[config.mk]
export PLATFORM = sky130hd
export DESIGN_NAME = stepper_pulse_generator_ramp
export DESIGN_NICKNAME = d
export VERILOG_FILES = /design/src/rtl/spgr_pkg.sv /design/src/rtl/spgr_front.sv /design/src/rtl/spgr_div.sv /design/src/rtl/spgr_engine.sv /design/src/rtl/spgr_outq.sv /design/src/rtl/stepper_pulse_generator_ramp.sv
export SDC_FILE = /design/constraint.sdc
export NUM_CORES = 2
export LEC_CHECK = 0
export BUFFER_PORTS_ARGS = -buffer_cell sky130_fd_sc_hd__buf_2
export CAP_MARGIN = 20
export CORE_UTILIZATION = 50
export CTS_BUF_LIST = sky130_fd_sc_hd__clkbuf_4
export DETAILED_ROUTE_END_ITERATION = 10
export PLACE_DENSITY = 0.63
export SYNTH_ARGS = -nofsm -noshare
export SYNTH_HDL_FRONTEND = slang
export SYNTH_SLANG_ARGS = --single-unit
export TNS_END_PERCENT = 5
[constraint.sdc]
create_clock -name clk -period 11.13 [get_ports clk]
set_clock_uncertainty 0.2 [all_clocks]
set_input_delay 2.226 -clock clk [delete_from_list [all_inputs] [get_ports clk]]
set_output_delay 2.226 -clock clk [all_outputs]
set_load 0.05 [all_outputs]
[src/rtl/spgr_pkg.sv]
`default_nettype none
// ----------------------------------------------------------------------------
// spgr_pkg
// Shared types, constants and register codes of the step/direction pulse
// generator with linear ramp.
// ----------------------------------------------------------------------------
package spgr_pkg;

  // Command store and step counter sizing.
  localparam int QDEPTH    = 8;
  localparam int STEP_BITS = 20;
  localparam int QPTR_W    = (QDEPTH > 1) ? $clog2(QDEPTH) : 1;
  localparam int QCNT_W    = $clog2(QDEPTH + 1);

  // Fixed field widths.
  localparam int PULSE_W = 16;
  localparam int DELAY_W = 16;
  localparam int LEVEL_W = 4;
  localparam int CNT_W   = DELAY_W + 1;
  localparam int HALF_W  = DELAY_W - 1;
  localparam int DPROD_W = HALF_W + STEP_BITS;
  localparam int IT_W    = $clog2(HALF_W + 1);

  // Ramp length rules.
  localparam int MIN_RAMP_STEPS = 4;
  localparam int RAMP_DIV       = 10;
  localparam int MIN_RAMP_LEN   = 2;

  // steps / RAMP_DIV is taken as (steps * RECIP_M) >> RECIP_SH, exact for all
  // step counts of STEP_BITS bits.
  localparam int RECIP_SH = STEP_BITS + 4;
  localparam longint unsigned RECIP_M =
    ((64'd1 << RECIP_SH) + 64'(RAMP_DIV - 1)) / 64'(RAMP_DIV);
  localparam int RECIP_W = RECIP_SH - 3;
  localparam int RPROD_W = STEP_BITS + RECIP_W;

  // Depth of the item queue and of the result queue.
  localparam int IQ_DEPTH = 2;
  localparam int IQP_W    = (IQ_DEPTH > 1) ? $clog2(IQ_DEPTH) : 1;
  localparam int IQC_W    = $clog2(IQ_DEPTH + 1);

  // Motion phases.
  localparam logic [1:0] PH_IDLE = 2'd0;
  localparam logic [1:0] PH_HIGH = 2'd1;
  localparam logic [1:0] PH_LOW  = 2'd2;

  // Request types.
  localparam logic REQ_TICK = 1'b0;
  localparam logic REQ_CMD  = 1'b1;

  // Configuration register indexes.
  localparam logic [1:0] REG_PULSE_HIGH = 2'd0;
  localparam logic [1:0] REG_BASE_DELAY = 2'd1;
  localparam logic [1:0] REG_EN_ACT_LOW = 2'd2;
  localparam logic [1:0] REG_INV_DIR    = 2'd3;

  typedef logic [STEP_BITS-1:0] steps_t;
  typedef logic [CNT_W-1:0]     cnt_t;
  typedef logic [HALF_W-1:0]    quo_t;
  typedef logic [DPROD_W-1:0]   dprod_t;
  typedef logic [RECIP_W-1:0]   recip_t;
  typedef logic [RPROD_W-1:0]   rprod_t;
  typedef logic [QPTR_W-1:0]    qptr_t;
  typedef logic [QCNT_W-1:0]    qcnt_t;
  typedef logic [QCNT_W:0]      tsum_t;
  typedef logic [LEVEL_W-1:0]   level_t;
  typedef logic [IT_W-1:0]      it_t;
  typedef logic [IQP_W-1:0]     iqptr_t;
  typedef logic [IQC_W-1:0]     iqcnt_t;

  typedef struct packed {
    logic   req_type;
    steps_t step_count;
    logic   clockwise;
    logic   ramp_on;
    logic   release_at_end;
    logic   notify_at_end;
  } in_item_t;

  typedef struct packed {
    logic   step_out;
    logic   dir_out;
    logic   enable_out;
    logic   moving;
    logic   done_event;
    logic   cmd_dropped;
    level_t queue_level;
  } out_item_t;

  // A move command as it is kept in the command store.
  typedef struct packed {
    logic   notify;
    logic   rel_end;
    logic   ramp_on;
    logic   clockwise;
    steps_t steps;
  } cmd_t;

  // An item after classification by the front end.
  typedef struct packed {
    logic is_cmd;
    cmd_t cmd;
  } item_t;

  typedef struct packed {
    logic [PULSE_W-1:0] pulse_high_ticks;
    logic [DELAY_W-1:0] base_step_delay;
    logic               en_pol_low;
    logic               invert_dir;
  } cfg_t;

endpackage
`default_nettype wire

[src/rtl/spgr_front.sv]
`default_nettype none
// ----------------------------------------------------------------------------
// spgr_front
// Input side: accepts items, classifies them as ticks or move commands and
// holds them in a short queue for the motion engine.
// ----------------------------------------------------------------------------
module spgr_front (
  input  wire logic                clk,
  input  wire logic                rst_n,
  input  wire logic                push,
  output logic                     full,
  input  wire spgr_pkg::in_item_t  in_data,
  output logic                     item_valid,
  output spgr_pkg::item_t          item,
  input  wire logic                item_pop
);

  spgr_pkg::item_t  mem_r [spgr_pkg::IQ_DEPTH];
  spgr_pkg::iqptr_t wp_r, wp_nxt;
  spgr_pkg::iqptr_t rp_r, rp_nxt;
  spgr_pkg::iqcnt_t cnt_r, cnt_nxt;
  spgr_pkg::item_t  cls;
  logic             wr_en;
  logic             rd_en;

  always_comb begin
    cls.is_cmd        = (in_data.req_type == spgr_pkg::REQ_CMD);
    cls.cmd.notify    = in_data.notify_at_end;
    cls.cmd.rel_end   = in_data.release_at_end;
    cls.cmd.ramp_on   = in_data.ramp_on;
    cls.cmd.clockwise = in_data.clockwise;
    cls.cmd.steps     = in_data.step_count;
  end

  assign full       = (cnt_r == spgr_pkg::iqcnt_t'(spgr_pkg::IQ_DEPTH));
  assign item_valid = (cnt_r != '0);
  assign item       = mem_r[rp_r];
  assign wr_en      = push && !full;
  assign rd_en      = item_pop && item_valid;

  always_comb begin
    wp_nxt  = wp_r;
    rp_nxt  = rp_r;
    cnt_nxt = cnt_r;
    if (wr_en) begin
      wp_nxt = (wp_r == spgr_pkg::iqptr_t'(spgr_pkg::IQ_DEPTH - 1)) ? '0
             : wp_r + spgr_pkg::iqptr_t'(1);
    end
    if (rd_en) begin
      rp_nxt = (rp_r == spgr_pkg::iqptr_t'(spgr_pkg::IQ_DEPTH - 1)) ? '0
             : rp_r + spgr_pkg::iqptr_t'(1);
    end
    if (wr_en && !rd_en) begin
      cnt_nxt = cnt_r + spgr_pkg::iqcnt_t'(1);
    end else if (rd_en && !wr_en) begin
      cnt_nxt = cnt_r - spgr_pkg::iqcnt_t'(1);
    end
  end

  always_ff @(posedge clk) begin
    if (!rst_n) begin
      wp_r  <= '0;
      rp_r  <= '0;
      cnt_r <= '0;
    end else begin
      wp_r  <= wp_nxt;
      rp_r  <= rp_nxt;
      cnt_r <= cnt_nxt;
    end
  end

  always_ff @(posedge clk) begin
    if (wr_en) begin
      mem_r[wp_r] <= cls;
    end
  end

endmodule
`default_nettype wire

[src/rtl/spgr_div.sv]
`default_nettype none
// ----------------------------------------------------------------------------
// spgr_div
// Restoring divider for the ramp extension, one quotient bit per cycle.
// The quotient is known to fit HALF_W bits, so only that many steps run.
// ----------------------------------------------------------------------------
module spgr_div (
  input  wire logic             clk,
  input  wire logic             rst_n,
  input  wire logic             start,
  input  wire spgr_pkg::dprod_t dividend,
  input  wire spgr_pkg::steps_t divisor,
  output logic                  done,
  output spgr_pkg::quo_t        quot
);

  spgr_pkg::steps_t            rem_r, rem_nxt;
  spgr_pkg::quo_t              low_r, low_nxt;
  spgr_pkg::quo_t              q_r, q_nxt;
  spgr_pkg::it_t               it_r, it_nxt;
  logic                        busy_r, busy_nxt;
  logic                        done_r, done_nxt;
  logic [spgr_pkg::STEP_BITS:0] trial;
  logic [spgr_pkg::STEP_BITS:0] diff;
  logic                        qbit;

  assign done = done_r;
  assign quot = q_r;

  always_comb begin
    trial    = {rem_r, low_r[spgr_pkg::HALF_W-1]};
    diff     = trial - {1'b0, divisor};
    qbit     = (trial >= {1'b0, divisor});
    rem_nxt  = rem_r;
    low_nxt  = low_r;
    q_nxt    = q_r;
    it_nxt   = it_r;
    busy_nxt = busy_r;
    done_nxt = 1'b0;
    if (start) begin
      rem_nxt  = spgr_pkg::steps_t'(dividend >> spgr_pkg::HALF_W);
      low_nxt  = dividend[spgr_pkg::HALF_W-1:0];
      q_nxt    = '0;
      it_nxt   = spgr_pkg::it_t'(spgr_pkg::HALF_W);
      busy_nxt = 1'b1;
    end else if (busy_r) begin
      rem_nxt = qbit ? diff[spgr_pkg::STEP_BITS-1:0] : trial[spgr_pkg::STEP_BITS-1:0];
      low_nxt = low_r << 1;
      q_nxt   = {q_r[spgr_pkg::HALF_W-2:0], qbit};
      it_nxt  = it_r - spgr_pkg::it_t'(1);
      if (it_r == spgr_pkg::it_t'(1)) begin
        busy_nxt = 1'b0;
        done_nxt = 1'b1;
      end
    end
  end

  always_ff @(posedge clk) begin
    if (!rst_n) begin
      busy_r <= 1'b0;
      done_r <= 1'b0;
      it_r   <= '0;
    end else begin
      busy_r <= busy_nxt;
      done_r <= done_nxt;
      it_r   <= it_nxt;
    end
  end

  always_ff @(posedge clk) begin
    rem_r <= rem_nxt;
    low_r <= low_nxt;
    q_r   <= q_nxt;
  end

endmodule
`default_nettype wire

[src/rtl/spgr_engine.sv]
`default_nettype none
// ----------------------------------------------------------------------------
// spgr_engine
// Back end: keeps the command store and the motion state, carries out one
// classified item at a time and hands one result per item to the result queue.
// ----------------------------------------------------------------------------
module spgr_engine (
  input  wire logic             clk,
  input  wire logic             rst_n,
  input  wire spgr_pkg::cfg_t   cfg,
  input  wire logic             item_valid,
  input  wire spgr_pkg::item_t  item,
  output logic                  item_pop,
  input  wire logic             res_space,
  output logic                  res_push,
  output spgr_pkg::out_item_t   res_data,
  output logic                  div_start,
  output spgr_pkg::dprod_t      div_dividend,
  output spgr_pkg::steps_t      div_divisor,
  input  wire logic             div_done,
  input  wire spgr_pkg::quo_t   div_quot
);

  localparam logic [3:0] ST_IDLE   = 4'd0;
  localparam logic [3:0] ST_RMUL   = 4'd1;
  localparam logic [3:0] ST_START  = 4'd2;
  localparam logic [3:0] ST_DELTA  = 4'd3;
  localparam logic [3:0] ST_DMUL   = 4'd4;
  localparam logic [3:0] ST_DIVS   = 4'd5;
  localparam logic [3:0] ST_DIVW   = 4'd6;
  localparam logic [3:0] ST_LOWSET = 4'd7;
  localparam logic [3:0] ST_EMIT   = 4'd8;

  spgr_pkg::cmd_t   cq_r [spgr_pkg::QDEPTH];
  spgr_pkg::cmd_t   act_r;
  logic [3:0]       st_r, st_nxt;
  spgr_pkg::qptr_t  head_r, head_nxt;
  spgr_pkg::qcnt_t  count_r, count_nxt;
  spgr_pkg::steps_t idx_r, idx_nxt;
  spgr_pkg::steps_t rlen_r, rlen_nxt;
  spgr_pkg::steps_t delta_r, delta_nxt;
  logic [1:0]       phase_r, phase_nxt;
  spgr_pkg::cnt_t   cnt_r, cnt_nxt;
  logic             step_r, step_nxt;
  logic             dir_r, dir_nxt;
  logic             en_r, en_nxt;
  logic             done_r, done_nxt;
  logic             drop_r, drop_nxt;
  spgr_pkg::rprod_t rprod_r, rprod_nxt;
  spgr_pkg::dprod_t dprod_r, dprod_nxt;

  logic             cq_we;
  logic             act_ld;
  spgr_pkg::tsum_t  tail_sum;
  spgr_pkg::qptr_t  tail;
  spgr_pkg::cnt_t   pulse_len;
  spgr_pkg::cnt_t   cnt_dec;
  spgr_pkg::steps_t idx_inc;
  spgr_pkg::steps_t r10;
  spgr_pkg::steps_t half_steps;
  spgr_pkg::steps_t rclamp;
  spgr_pkg::steps_t steps_left;
  spgr_pkg::quo_t   half_base;
  spgr_pkg::quo_t   ext;
  spgr_pkg::cnt_t   low_len;

  always_comb begin
    tail_sum = spgr_pkg::tsum_t'(head_r) + spgr_pkg::tsum_t'(count_r);
    if (tail_sum >= spgr_pkg::tsum_t'(spgr_pkg::QDEPTH)) begin
      tail = spgr_pkg::qptr_t'(tail_sum - spgr_pkg::tsum_t'(spgr_pkg::QDEPTH));
    end else begin
      tail = spgr_pkg::qptr_t'(tail_sum);
    end
    pulse_len  = (cfg.pulse_high_ticks == '0) ? spgr_pkg::cnt_t'(1)
               : spgr_pkg::cnt_t'(cfg.pulse_high_ticks);
    cnt_dec    = (cnt_r != '0) ? cnt_r - spgr_pkg::cnt_t'(1) : cnt_r;
    idx_inc    = idx_r + spgr_pkg::steps_t'(1);
    r10        = spgr_pkg::steps_t'(rprod_r >> spgr_pkg::RECIP_SH);
    half_steps = act_r.steps >> 1;
    rclamp     = (r10 < spgr_pkg::steps_t'(spgr_pkg::MIN_RAMP_LEN))
               ? spgr_pkg::steps_t'(spgr_pkg::MIN_RAMP_LEN) : r10;
    if (rclamp > half_steps) begin
      rclamp = half_steps;
    end
    steps_left = act_r.steps - idx_r;
    half_base  = spgr_pkg::quo_t'(cfg.base_step_delay >> 1);
    // A zero ramp length leaves the base delay unchanged.
    ext        = (rlen_r == '0) ? '0 : div_quot;
    low_len    = spgr_pkg::cnt_t'(cfg.base_step_delay) + spgr_pkg::cnt_t'(ext);
  end

  assign div_dividend = dprod_r;
  assign div_divisor  = rlen_r;

  always_comb begin
    res_data.step_out    = step_r;
    res_data.dir_out     = dir_r;
    res_data.enable_out  = en_r;
    res_data.moving      = (phase_r != spgr_pkg::PH_IDLE);
    res_data.done_event  = done_r;
    res_data.cmd_dropped = drop_r;
    res_data.queue_level = spgr_pkg::level_t'(count_r);
  end

  always_comb begin
    st_nxt    = st_r;
    head_nxt  = head_r;
    count_nxt = count_r;
    idx_nxt   = idx_r;
    rlen_nxt  = rlen_r;
    delta_nxt = delta_r;
    phase_nxt = phase_r;
    cnt_nxt   = cnt_r;
    step_nxt  = step_r;
    dir_nxt   = dir_r;
    en_nxt    = en_r;
    done_nxt  = done_r;
    drop_nxt  = drop_r;
    rprod_nxt = rprod_r;
    dprod_nxt = dprod_r;
    cq_we     = 1'b0;
    act_ld    = 1'b0;
    item_pop  = 1'b0;
    res_push  = 1'b0;
    div_start = 1'b0;

    case (st_r)
      ST_IDLE: begin
        if (item_valid && res_space) begin
          item_pop = 1'b1;
          done_nxt = 1'b0;
          drop_nxt = 1'b0;
          st_nxt   = ST_EMIT;
          if (item.is_cmd) begin
            if (count_r < spgr_pkg::qcnt_t'(spgr_pkg::QDEPTH)) begin
              cq_we     = 1'b1;
              count_nxt = count_r + spgr_pkg::qcnt_t'(1);
            end else begin
              drop_nxt = 1'b1;
            end
          end else if (phase_r == spgr_pkg::PH_IDLE) begin
            if (count_r != '0) begin
              act_ld    = 1'b1;
              head_nxt  = (head_r == spgr_pkg::qptr_t'(spgr_pkg::QDEPTH - 1)) ? '0
                        : head_r + spgr_pkg::qptr_t'(1);
              count_nxt = count_r - spgr_pkg::qcnt_t'(1);
              en_nxt    = !cfg.en_pol_low;
              step_nxt  = 1'b0;
              idx_nxt   = '0;
              rlen_nxt  = '0;
              st_nxt    = ST_RMUL;
            end
          end else begin
            cnt_nxt = cnt_dec;
            if (cnt_dec == '0) begin
              if (phase_r == spgr_pkg::PH_HIGH) begin
                st_nxt = ST_DELTA;
              end else begin
                idx_nxt = idx_inc;
                if (idx_inc >= act_r.steps) begin
                  phase_nxt = spgr_pkg::PH_IDLE;
                  cnt_nxt   = '0;
                  step_nxt  = 1'b0;
                  if (act_r.rel_end) begin
                    en_nxt = cfg.en_pol_low;
                  end
                  done_nxt = act_r.notify;
                end else begin
                  step_nxt  = 1'b1;
                  phase_nxt = spgr_pkg::PH_HIGH;
                  cnt_nxt   = pulse_len;
                end
              end
            end
          end
        end
      end
      ST_RMUL: begin
        rprod_nxt = spgr_pkg::rprod_t'(act_r.steps)
                  * spgr_pkg::rprod_t'(spgr_pkg::recip_t'(spgr_pkg::RECIP_M));
        dir_nxt   = act_r.clockwise ^ cfg.invert_dir;
        st_nxt    = ST_START;
      end
      ST_START: begin
        if (act_r.ramp_on &&
            act_r.steps >= spgr_pkg::steps_t'(spgr_pkg::MIN_RAMP_STEPS)) begin
          rlen_nxt = rclamp;
        end
        if (act_r.steps == '0) begin
          // An empty move starts and ends on the same tick.
          phase_nxt = spgr_pkg::PH_IDLE;
          cnt_nxt   = '0;
          step_nxt  = 1'b0;
          if (act_r.rel_end) begin
            en_nxt = cfg.en_pol_low;
          end
          done_nxt = act_r.notify;
        end else begin
          step_nxt  = 1'b1;
          phase_nxt = spgr_pkg::PH_HIGH;
          cnt_nxt   = pulse_len;
        end
        st_nxt = ST_EMIT;
      end
      ST_DELTA: begin
        if (idx_r < rlen_r) begin
          delta_nxt = rlen_r - idx_r;
        end else if (steps_left <= rlen_r) begin
          delta_nxt = rlen_r - steps_left;
        end else begin
          delta_nxt = '0;
        end
        st_nxt = ST_DMUL;
      end
      ST_DMUL: begin
        dprod_nxt = spgr_pkg::dprod_t'(half_base) * spgr_pkg::dprod_t'(delta_r);
        st_nxt    = ST_DIVS;
      end
      ST_DIVS: begin
        div_start = 1'b1;
        st_nxt    = ST_DIVW;
      end
      ST_DIVW: begin
        if (div_done) begin
          st_nxt = ST_LOWSET;
        end
      end
      ST_LOWSET: begin
        step_nxt  = 1'b0;
        phase_nxt = spgr_pkg::PH_LOW;
        cnt_nxt   = (low_len == '0) ? spgr_pkg::cnt_t'(1) : low_len;
        st_nxt    = ST_EMIT;
      end
      ST_EMIT: begin
        res_push = 1'b1;
        st_nxt   = ST_IDLE;
      end
      default: begin
        st_nxt = ST_IDLE;
      end
    endcase
  end

  always_ff @(posedge clk) begin
    if (!rst_n) begin
      st_r    <= ST_IDLE;
      head_r  <= '0;
      count_r <= '0;
      idx_r   <= '0;
      rlen_r  <= '0;
      phase_r <= spgr_pkg::PH_IDLE;
      cnt_r   <= '0;
      step_r  <= 1'b0;
      dir_r   <= 1'b0;
      en_r    <= 1'b1;
      done_r  <= 1'b0;
      drop_r  <= 1'b0;
    end else begin
      st_r    <= st_nxt;
      head_r  <= head_nxt;
      count_r <= count_nxt;
      idx_r   <= idx_nxt;
      rlen_r  <= rlen_nxt;
      phase_r <= phase_nxt;
      cnt_r   <= cnt_nxt;
      step_r  <= step_nxt;
      dir_r   <= dir_nxt;
      en_r    <= en_nxt;
      done_r  <= done_nxt;
      drop_r  <= drop_nxt;
    end
  end

  always_ff @(posedge clk) begin
    delta_r <= delta_nxt;
    rprod_r <= rprod_nxt;
    dprod_r <= dprod_nxt;
  end

  always_ff @(posedge clk) begin
    if (!rst_n) begin
      act_r <= '0;
    end else if (act_ld) begin
      act_r <= cq_r[head_r];
    end
  end

  always_ff @(posedge clk) begin
    if (cq_we) begin
      cq_r[tail] <= item.cmd;
    end
  end

endmodule
`default_nettype wire

[src/rtl/spgr_outq.sv]
`default_nettype none
// ----------------------------------------------------------------------------
// spgr_outq
// Result queue: holds finished result items until the consumer pops them.
// ----------------------------------------------------------------------------
module spgr_outq (
  input  wire logic                 clk,
  input  wire logic                 rst_n,
  input  wire logic                 res_push,
  input  wire spgr_pkg::out_item_t  res_data,
  output logic                      res_space,
  output logic                      empty,
  input  wire logic                 pop,
  output spgr_pkg::out_item_t       out_data
);

  spgr_pkg::out_item_t mem_r [spgr_pkg::IQ_DEPTH];
  spgr_pkg::iqptr_t    wp_r, wp_nxt;
  spgr_pkg::iqptr_t    rp_r, rp_nxt;
  spgr_pkg::iqcnt_t    cnt_r, cnt_nxt;
  logic                wr_en;
  logic                rd_en;

  assign res_space = (cnt_r != spgr_pkg::iqcnt_t'(spgr_pkg::IQ_DEPTH));
  assign empty     = (cnt_r == '0);
  assign out_data  = mem_r[rp_r];
  assign wr_en     = res_push && res_space;
  assign rd_en     = pop && !empty;

  always_comb begin
    wp_nxt  = wp_r;
    rp_nxt  = rp_r;
    cnt_nxt = cnt_r;
    if (wr_en) begin
      wp_nxt = (wp_r == spgr_pkg::iqptr_t'(spgr_pkg::IQ_DEPTH - 1)) ? '0
             : wp_r + spgr_pkg::iqptr_t'(1);
    end
    if (rd_en) begin
      rp_nxt = (rp_r == spgr_pkg::iqptr_t'(spgr_pkg::IQ_DEPTH - 1)) ? '0
             : rp_r + spgr_pkg::iqptr_t'(1);
    end
    if (wr_en && !rd_en) begin
      cnt_nxt = cnt_r + spgr_pkg::iqcnt_t'(1);
    end else if (rd_en && !wr_en) begin
      cnt_nxt = cnt_r - spgr_pkg::iqcnt_t'(1);
    end
  end

  always_ff @(posedge clk) begin
    if (!rst_n) begin
      wp_r  <= '0;
      rp_r  <= '0;
      cnt_r <= '0;
    end else begin
      wp_r  <= wp_nxt;
      rp_r  <= rp_nxt;
      cnt_r <= cnt_nxt;
    end
  end

  always_ff @(posedge clk) begin
    if (wr_en) begin
      mem_r[wp_r] <= res_data;
    end
  end

endmodule
`default_nettype wire

[src/rtl/stepper_pulse_generator_ramp.sv]
// Once accepted, a command item or a tick that does not end a high phase goes
// to EMIT; a tick that starts a move goes through RMUL, START and EMIT; a tick
// that ends a high phase goes through DELTA, DMUL, DIVS, DIVW (ramp divider),
// LOWSET and EMIT. The motion engine works on one item at a time and takes no
// new item while the result queue is full. Reset (rst_n low, synchronous)
// empties both queues and the command store, idles the motor.
`default_nettype none
// ----------------------------------------------------------------------------
// stepper_pulse_generator_ramp
// Step/direction pulse generator with linear ramp for one motor: item queue,
// motion engine with ramp divider, result queue and configuration registers.
// ----------------------------------------------------------------------------
module stepper_pulse_generator_ramp (
  input  wire logic                 clk,
  input  wire logic                 rst_n,
  input  wire logic                 push,
  output logic                      full,
  input  wire spgr_pkg::in_item_t   in_data,
  output logic                      empty,
  input  wire logic                 pop,
  output spgr_pkg::out_item_t       out_data,
  input  wire logic                 psel,
  input  wire logic                 penable,
  input  wire logic                 pwrite,
  input  wire logic [3:0]           paddr,
  input  wire logic [31:0]          pwdata,
  output logic [31:0]               prdata,
  output logic                      pready
);

  spgr_pkg::cfg_t      cfg_r;
  logic                cfg_wr;
  logic [1:0]          reg_idx;
  logic                item_valid;
  spgr_pkg::item_t     item;
  logic                item_pop;
  logic                res_space;
  logic                res_push;
  spgr_pkg::out_item_t res_data;
  logic                div_start;
  spgr_pkg::dprod_t    div_dividend;
  spgr_pkg::steps_t    div_divisor;
  logic                div_done;
  spgr_pkg::quo_t      div_quot;

  assign pready  = 1'b1;
  assign reg_idx = paddr[3:2];
  assign cfg_wr  = psel && penable && pwrite && pready;

  always_ff @(posedge clk) begin
    if (!rst_n) begin
      cfg_r.pulse_high_ticks <= spgr_pkg::PULSE_W'(2);
      cfg_r.base_step_delay  <= spgr_pkg::DELAY_W'(1000);
      cfg_r.en_pol_low       <= 1'b1;
      cfg_r.invert_dir       <= 1'b0;
    end else if (cfg_wr) begin
      case (reg_idx)
        spgr_pkg::REG_PULSE_HIGH: cfg_r.pulse_high_ticks <= pwdata[spgr_pkg::PULSE_W-1:0];
        spgr_pkg::REG_BASE_DELAY: cfg_r.base_step_delay  <= pwdata[spgr_pkg::DELAY_W-1:0];
        spgr_pkg::REG_EN_ACT_LOW: cfg_r.en_pol_low       <= pwdata[0];
        spgr_pkg::REG_INV_DIR:    cfg_r.invert_dir       <= pwdata[0];
        default: begin
        end
      endcase
    end
  end

  always_comb begin
    case (reg_idx)
      spgr_pkg::REG_PULSE_HIGH: prdata = 32'(cfg_r.pulse_high_ticks);
      spgr_pkg::REG_BASE_DELAY: prdata = 32'(cfg_r.base_step_delay);
      spgr_pkg::REG_EN_ACT_LOW: prdata = 32'(cfg_r.en_pol_low);
      spgr_pkg::REG_INV_DIR:    prdata = 32'(cfg_r.invert_dir);
      default:                  prdata = '0;
    endcase
  end

  spgr_front u_front (
    .clk        (clk),
    .rst_n      (rst_n),
    .push       (push),
    .full       (full),
    .in_data    (in_data),
    .item_valid (item_valid),
    .item       (item),
    .item_pop   (item_pop)
  );

  spgr_div u_div (
    .clk      (clk),
    .rst_n    (rst_n),
    .start    (div_start),
    .dividend (div_dividend),
    .divisor  (div_divisor),
    .done     (div_done),
    .quot     (div_quot)
  );

  spgr_engine u_engine (
    .clk          (clk),
    .rst_n        (rst_n),
    .cfg          (cfg_r),
    .item_valid   (item_valid),
    .item         (item),
    .item_pop     (item_pop),
    .res_space    (res_space),
    .res_push     (res_push),
    .res_data     (res_data),
    .div_start    (div_start),
    .div_dividend (div_dividend),
    .div_divisor  (div_divisor),
    .div_done     (div_done),
    .div_quot     (div_quot)
  );

  spgr_outq u_outq (
    .clk       (clk),
    .rst_n     (rst_n),
    .res_push  (res_push),
    .res_data  (res_data),
    .res_space (res_space),
    .empty     (empty),
    .pop       (pop),
    .out_data  (out_data)
  );

endmodule
`default_nettype wire

; Yosys cells after proc, flatten, opt, wreduce, memory -nomap -nowiden
; Memory sizes are Yosys's and may differ from the RTL's. A register that Yosys moved wholly into a read port is not among the register bits.
; Index checks and enable logic that the tools add are counted.
[word_totals]
register_bits = 268
latch_bits = 0
ram_bits = 262
mem_bits_ro = 0
in_bits = 68
out_inout_bits = 45
elab_cells = 280
memories = 3
[op_classes]
n_addsub = 21
n_mul = 2
div = 0
n_lt_le_gt_ge = 9
n_eq_ne = 33
n_shift = 0
muxes = 119
bitwise = 4
n_reduce_logical = 58
[mem_list]
columns = memory, depth, width, read_ports, rd_clocked_by_memory_dff, wr, line_no
row1 = u_engine.cq_r, 8, 24, 1, 1, 1, spgr_engine.sv:34  ; spgr_pkg::cmd_t cq_r [spgr_pkg::QDEPTH];
row2 = u_front.mem_r, 2, 25, 1, 1, 1, spgr_front.sv:18  ; spgr_pkg::item_t mem_r [spgr_pkg::IQ_DEPTH];
row3 = u_outq.mem_r, 2, 10, 1, 1, 1, spgr_outq.sv:17  ; spgr_pkg::out_item_t mem_r [spgr_pkg::IQ_DEPTH];
[op_table]
columns = operator, count
row1 = 2-to-1 mux 20 bit, 13
row2 = 2-to-1 mux 17 bit, 10
row3 = case mux 32 bit (4 select lines), 1
row4 = subtractor 20 bit, 4
row5 = 2-to-1 mux 1 bit, 59
row6 = 2-to-1 mux 4 bit, 13
row7 = case mux 17 bit (3 select lines), 1
row8 = 2-to-1 mux 15 bit, 3
row9 = zero test 20 bit, 2
row10 = multiplier 20 x 20 -> 40 bit (second input constant), 1
row11 = case mux 20 bit (2 select lines), 1
row12 = multiplier 15 x 20 -> 35 bit, 1
row13 = zero test 17 bit, 2
row14 = case mux 4 bit (7 select lines), 1
row15 = AND reduction 6 bit, 4
row16 = >= comparator 21 x 20 -> 1 bit, 1
row17 = adder 20 x 1 -> 20 bit (second input constant), 1
row18 = >= comparator 20 bit, 1
row19 = >= comparator 20 x 3 -> 1 bit (second input constant), 1
row20 = greater-than comparator 20 x 19 -> 1 bit, 1
row21 = less-or-equal comparator 20 bit, 1
row22 = less-than comparator 20 bit, 1
row23 = 2-to-1 mux 19 bit, 1
row24 = 2-to-1 mux 2 bit, 9
row25 = other kinds (48), 113

; Logic depth before layout (Yosys ltp)
[logic_depth]
depth_word = 9
depth_mapped = 24
mapped_depth_nobuf = 24

; Cells and area by module
; From an unflattened synthesis, not the netlist that was laid out.
[hier_totals]
cells_unflattened = 4228
hier_area_um2 = 44513.9
[by_module_without_submodules]
columns = module, instances, cells_each, area_per_inst_um2
row1 = spgr_engine, 1, 3503, 36074.6
row2 = spgr_div, 1, 371, 3623.5
row3 = spgr_front, 1, 103, 2039.5
row4 = stepper_pulse_generator_ramp, 1, 195, 1826.8
row5 = spgr_outq, 1, 56, 949.7

; Least setup slack after synthesis
; Ideal clock, no wire load.
[synth_path]
path_type = reg2reg
start = register u_engine.delta_r[5]
end = register u_engine.dprod_r[34] (netlist: u_engine.div_dividend[34]), data pin
setup_time_ps = 260
arrival_time_ps = 6195
setup_slack_ps = 4475
path_stages_with_launch = 25
synth_period_minus_slack_ps = 6655
cell_sequence = edfxtp_1 clkbuf_1 and2_1 fa_1 inv_1 fa_1 inv_1 fa_1 inv_1 fa_1 inv_1 fa_1 inv_1 fa_1 inv_1 ha_1 nand2_1 o21ai_0 a21oi_1 o211a_1 o21ai_0 o211ai_1 a21oi_1 a31oi_1 xnor2_1
[synth_via]
elab_chain_cells = 1
[synth_lines]
columns = item, line_no
row1 = from (decl), spgr_engine.sv:41  ; spgr_pkg::steps_t delta_r, delta_nxt;
row2 = from (signal assigned), spgr_engine.sv:275  ; delta_r <= delta_nxt;
row3 = multiplier 15 x 20 -> 35 bit, spgr_engine.sv:216  ; dprod_nxt = spgr_pkg::dprod_t'(half_base) * spgr_pkg::dprod_t'(delta_r);
row4 = to (signal assigned), spgr_engine.sv:277  ; dprod_r <= dprod_nxt;
row5 = to (decl), spgr_engine.sv:50  ; spgr_pkg::dprod_t dprod_r, dprod_nxt;
; Every way passes these cells.
; A chain may end at the register's enable or synchronous reset.

; Final worst setup path
[layout_path]
start = register, netlist name u_engine.act_r[17]
end = register u_engine.rprod_r[40], data pin
[layout_via]
elab_chain_cells = 1
[layout_lines]
columns = item, line_no
row1 = multiplier 20 x 20 -> 40 bit, spgr_engine.sv:180  ; * spgr_pkg::rprod_t'(spgr_pkg::recip_t'(spgr_pkg::RECIP_M));
row2 = to (signal assigned), spgr_engine.sv:276  ; rprod_r <= rprod_nxt;
row3 = to (decl), spgr_engine.sv:49  ; spgr_pkg::rprod_t rprod_r, rprod_nxt;
; Every way passes these cells.

==> summary.md <==
The endpoint class of the critical path was a flip-flop. After clock tree synthesis, the clock-pin slew on the worst setup and hold paths is 70 ps. The first global-routing pass estimated 173,000 µm of wire. Max-cap violations in this run came to 0.

The share of final-layout standard cells stronger than drive strength 1 is 0.112. The synthesized netlist occupies a cell area of 44,000 µm². The detailed router finished its first iteration with 1,934 violations. After global routing the overflow that remains totals 0. The type of the setup path with the least slack was flip-flop to flip-flop.

The post-route total power is 10.6 mW. The logs give 3 for the maximum count of clock buffers along a single path and 108 for the number of cell rows. The run gives 108,000 µm as the total routed wirelength. The die is 299 µm tall. The first detailed-routing pass ran for 6 iterations. Compound-cell area share of the yosys netlist: 0.0932. The run gives 0.228 as the normalized max-slew margin.

The netlist uses 90 different library cells. The maximum operating frequency is 129 MHz, and the final routed DRC violation total is 0. The total global-route track usage was 0.249; the placeable core area was 86,900 µm².

In this run the count of I/O pins placed on the die edge is 113. Power per unit of standard cell area: 222 nW/µm². Clock tree synthesis found a total of 532 sinks.

The detail route stage leaves a number of antenna-violating nets equal to 0. The synthesized-area fraction occupied by and/or/nand/nor cells is 0.125. The critical path goes through inv_1 -> ha_1 -> inv_1 -> fa_1 -> inv_1 -> ha_1 -> inv_1 -> fa_1 -> inv_1 -> fa_1 -> fa_1 -> inv_1 -> fa_1 -> inv_1 -> ha_1 -> and4_1 -> nand4_1 -> a211oi_1 -> o311ai_0 -> a31oi_1 -> a221o_1 -> a21oi_1 -> o21bai_1 -> xnor2_1.

The flow ran to the end, and the final reports show no timing, DRC or antenna violations. Post-route fraction of the period consumed by the critical path: 0.698. The run gives 4,231 as the number of instances in the synthesized netlist.

The die covers 89,100 µm². Setup violations remaining at the end of the flow were counted as 0. The relative area change from synthesis to final layout is 7.97%. The clock period minus final worst setup slack was 7770 ps; the count of flip-flops with a built-in enable after synthesis was 369. Across the VDD grid, the largest voltage drop is 143 µV. For this run, the number of Yosys warnings is 0. The clock network latency to the later pin of the worst-skew pair was 970 ps. The post-synthesis mux area share was 0.0530. The min-delay analysis places its worst path in the category flip-flop to flip-flop. Summed over all cells, the static leakage comes to 21.2 nW. The run gives 80,800 µm as the total half-perimeter wirelength after legalization and detailed placement.

Xor and xnor fraction of the mapped netlist area: 0.0321. In the final design database the tool counted 5,234 nets. The floorplan step set the die width to 299 µm. At the worst endpoint, the required time is 11,620 ps.

The count of buffers added on input and output ports is 77. The top cell types in the final layout, fill and taps aside, are 600 x sky130_fd_sc_hd__inv_1, 453 x sky130_fd_sc_hd__ha_1, 400 x sky130_fd_sc_hd__nand2_1, 378 x sky130_fd_sc_hd__fa_1, 369 x sky130_fd_sc_hd__edfxtp_1. The fraction of registers with async set/reset came out at 0.

The commonest non-fill, non-tap cell in the layout is sky130_fd_sc_hd__inv_1. Counting stages on the worst path, the most repeated cell is sky130_fd_sc_hd__inv_1. The sequential share of the synthesized area is 0.326, and the maximum number of pins on one net before global-route repair is 65. Detailed routing inserted a total of 30,900 vias. The tree is rooted in a sky130_fd_sc_hd__clkbuf_4. The nature of the critical path startpoint is a flip-flop. At the pin with the least slew margin, the transition time is 1160 ps.

The average cell area after synthesis was 10.4 µm²; the adder and majority gate portion of the synthesized area was 0.301. The max-slew violation count is 0. Along the worst path, the maximum fanout reaches 7. After synthesis the netlist holds a flip-flop and latch count of 532.

The number of setup buffers added after CTS was 0; the accumulated negative setup slack was 0 ps. Across all register-to-register paths, the minimum setup slack is 3360 ps. Data arrives at the worst endpoint at 8260 ps. Using the TritonRoute via totals, the vias-per-cell ratio works out to 5.51. The tools report the final hold violation count as 0. The delay of the slowest cell on the worst path was 780 ps. The initial core utilization came out at 0.506. Setup repair after global routing left no endpoint under its margin.

The most instantiated flip-flop cell in the synthesis netlist is sky130_fd_sc_hd__edfxtp_1. Number of global-route vias before repair: 31,500. After synthesis, the largest family of logic cells by area is adder cells. The number of antenna violations at the first check in global routing is 5, and the number of buffers created by CTS is 139. After clock tree synthesis, the flow added hold-fix buffers numbering 0.

The H-tree was split into 4 levels. The number of gates resized after cts is 0. TritonCTS built the clock tree. In the final routed layout, each cell accounts on average for 19.3 µm. Routability-driven placement finished with a final weighted congestion of 0.909. The largest individual stage delay along the critical path comes from the cell sky130_fd_sc_hd__a211oi_1.
-- final cells by class --
| type | instances | area, µm² |
|---|---|---|
| repair buffers | 130 | 827 |
| clock inverters | 46 | 329 |
| well taps | 1155 | 1450 |
| fillers | 7748 | 39400 |
| inverters | 601 | 2260 |
| flip-flops and latches | 532 | 14400 |
| multi-input cells | 2931 | 26700 |
| clock buffers | 207 | 1550 |
| diodes | 2 | 5.00 |
-- critical path: cells and delay by family (launching register included) --
kind            cells  cell delay [ps]
flops               1              620
buf+inv             7              670
xor+xnor            1              110
fa+ha+maj           8             3540
compound gates      6             1960
simple gates        2              420
-- logic make-up after synthesis --
kind of cell | count (synthesis)
other | 2
adder cells (fa/ha/maj) | 831
AND/OR/NAND/NOR | 1133
XOR/XNOR | 161
AO/OA/AOI/OAI | 622
buffers and inverters | 783
flip-flops | 532
multiplexers | 167
-- sequential cells by signal, summed over array words and instances (netlist names), 15 cells and up, named ones only --
register / count
u_div.rem_r: 20
u_engine.delta_r: 20
u_engine.act_r: 24
cfg_r: 34
u_div.low_r: 15
u_front.mem_r: 50
u_engine.idx_r: 20
u_engine.cnt_r: 17
u_engine.div_dividend: 35
u_outq.mem_r: 20
u_engine.cq_r: 192
u_engine.div_divisor: 19
u_div.quot: 15
u_engine.rprod_r: 17
-- stage by stage --
stage / instance area (µm²) / utilization / hold WS, ps / worst slack (ps) / instances
floorplan: 44000 / - / 225 / 4470 / 4246
global placement: 45500 / 0.524 / 233 / 3350 / 5346
detailed placement: 45500 / 0.524 / 237 / 3330 / 5346
CTS: 47400 / 0.546 / 213 / 3320 / 5599
global route: 47500 / 0.546 / 241 / 2840 / 5604
finish: 47500 / 0.546 / 227 / 3360 / 5604
-- power by group --
part           leakage, nW  internal (mW)  switching [mW]
clock                 1.10          0.938           0.854
sequential            4.65           2.46           0.200
combinational         15.4           2.47            3.65
-- cell usage after synthesis, types with 7 or more instances --
cell | instances | share of area
sky130_fd_sc_hd__edfxtp_1 | 369 | 0.25
sky130_fd_sc_hd__nand4_1 | 27 | 0.0038
sky130_fd_sc_hd__buf_1 | 9 | 0.00077
sky130_fd_sc_hd__inv_1 | 600 | 0.051
sky130_fd_sc_hd__o22ai_1 | 19 | 0.0027
sky130_fd_sc_hd__or2_2 | 9 | 0.0013
sky130_fd_sc_hd__nand2_1 | 400 | 0.034
sky130_fd_sc_hd__a21oi_1 | 178 | 0.020
sky130_fd_sc_hd__nor2_1 | 211 | 0.018
sky130_fd_sc_hd__nor4_1 | 25 | 0.0036
sky130_fd_sc_hd__o211a_1 | 7 | 0.0016
sky130_fd_sc_hd__o31ai_1 | 11 | 0.0019
sky130_fd_sc_hd__nand3_1 | 59 | 0.0067
sky130_fd_sc_hd__xor2_1 | 52 | 0.010
sky130_fd_sc_hd__mux2_2 | 38 | 0.0097
sky130_fd_sc_hd__a221oi_1 | 8 | 0.0016
sky130_fd_sc_hd__a211oi_1 | 41 | 0.0070
sky130_fd_sc_hd__nand2b_1 | 34 | 0.0048
sky130_fd_sc_hd__o21a_1 | 22 | 0.0038
sky130_fd_sc_hd__buf_4 | 18 | 0.0031
sky130_fd_sc_hd__fa_1 | 378 | 0.17
sky130_fd_sc_hd__ha_1 | 453 | 0.13
sky130_fd_sc_hd__a211o_1 | 8 | 0.0016
sky130_fd_sc_hd__nor2b_1 | 35 | 0.0050
sky130_fd_sc_hd__and4_1 | 14 | 0.0028
sky130_fd_sc_hd__and2_1 | 183 | 0.026
sky130_fd_sc_hd__xnor2_1 | 109 | 0.022
sky130_fd_sc_hd__nor3_1 | 72 | 0.0082
sky130_fd_sc_hd__a21boi_0 | 12 | 0.0020
sky130_fd_sc_hd__o21bai_1 | 18 | 0.0031
sky130_fd_sc_hd__a21o_1 | 59 | 0.010
sky130_fd_sc_hd__o21ai_0 | 116 | 0.013
sky130_fd_sc_hd__mux4_2 | 49 | 0.025
sky130_fd_sc_hd__mux2i_1 | 80 | 0.018
sky130_fd_sc_hd__and3_1 | 16 | 0.0023
sky130_fd_sc_hd__or3_1 | 19 | 0.0027
sky130_fd_sc_hd__dfxtp_1 | 163 | 0.074
sky130_fd_sc_hd__o31a_1 | 7 | 0.0014
sky130_fd_sc_hd__o211ai_1 | 17 | 0.0029
sky130_fd_sc_hd__clkbuf_1 | 149 | 0.013
sky130_fd_sc_hd__a31oi_1 | 22 | 0.0031
-- layer usage --
layer / vias to the layer above / global-route usage / part of all wire
met5: - / 0 / 0.00012
met4: 2 / 0.0972 / 0.034
met3: 205 / 0.0430 / 0.056
met2: 835 / 0.415 / 0.48
met1: 15100 / 0.323 / 0.43
li1: 14700 / - / -
-- worst paths after layout --
kind | from | endpoint | cells past startpoint
setup / recovery | u_engine.act_r[17] | u_engine.rprod_r[40] | 24
hold / removal | u_engine.dir_r | u_outq.mem_r[1][8] | 0
setup reg to reg | u_engine.act_r[17] | u_engine.rprod_r[40] | 24
hold reg to reg | u_engine.dir_r | u_outq.mem_r[1][8] | 0
Note: power is estimated with default switching activity, not from simulation.
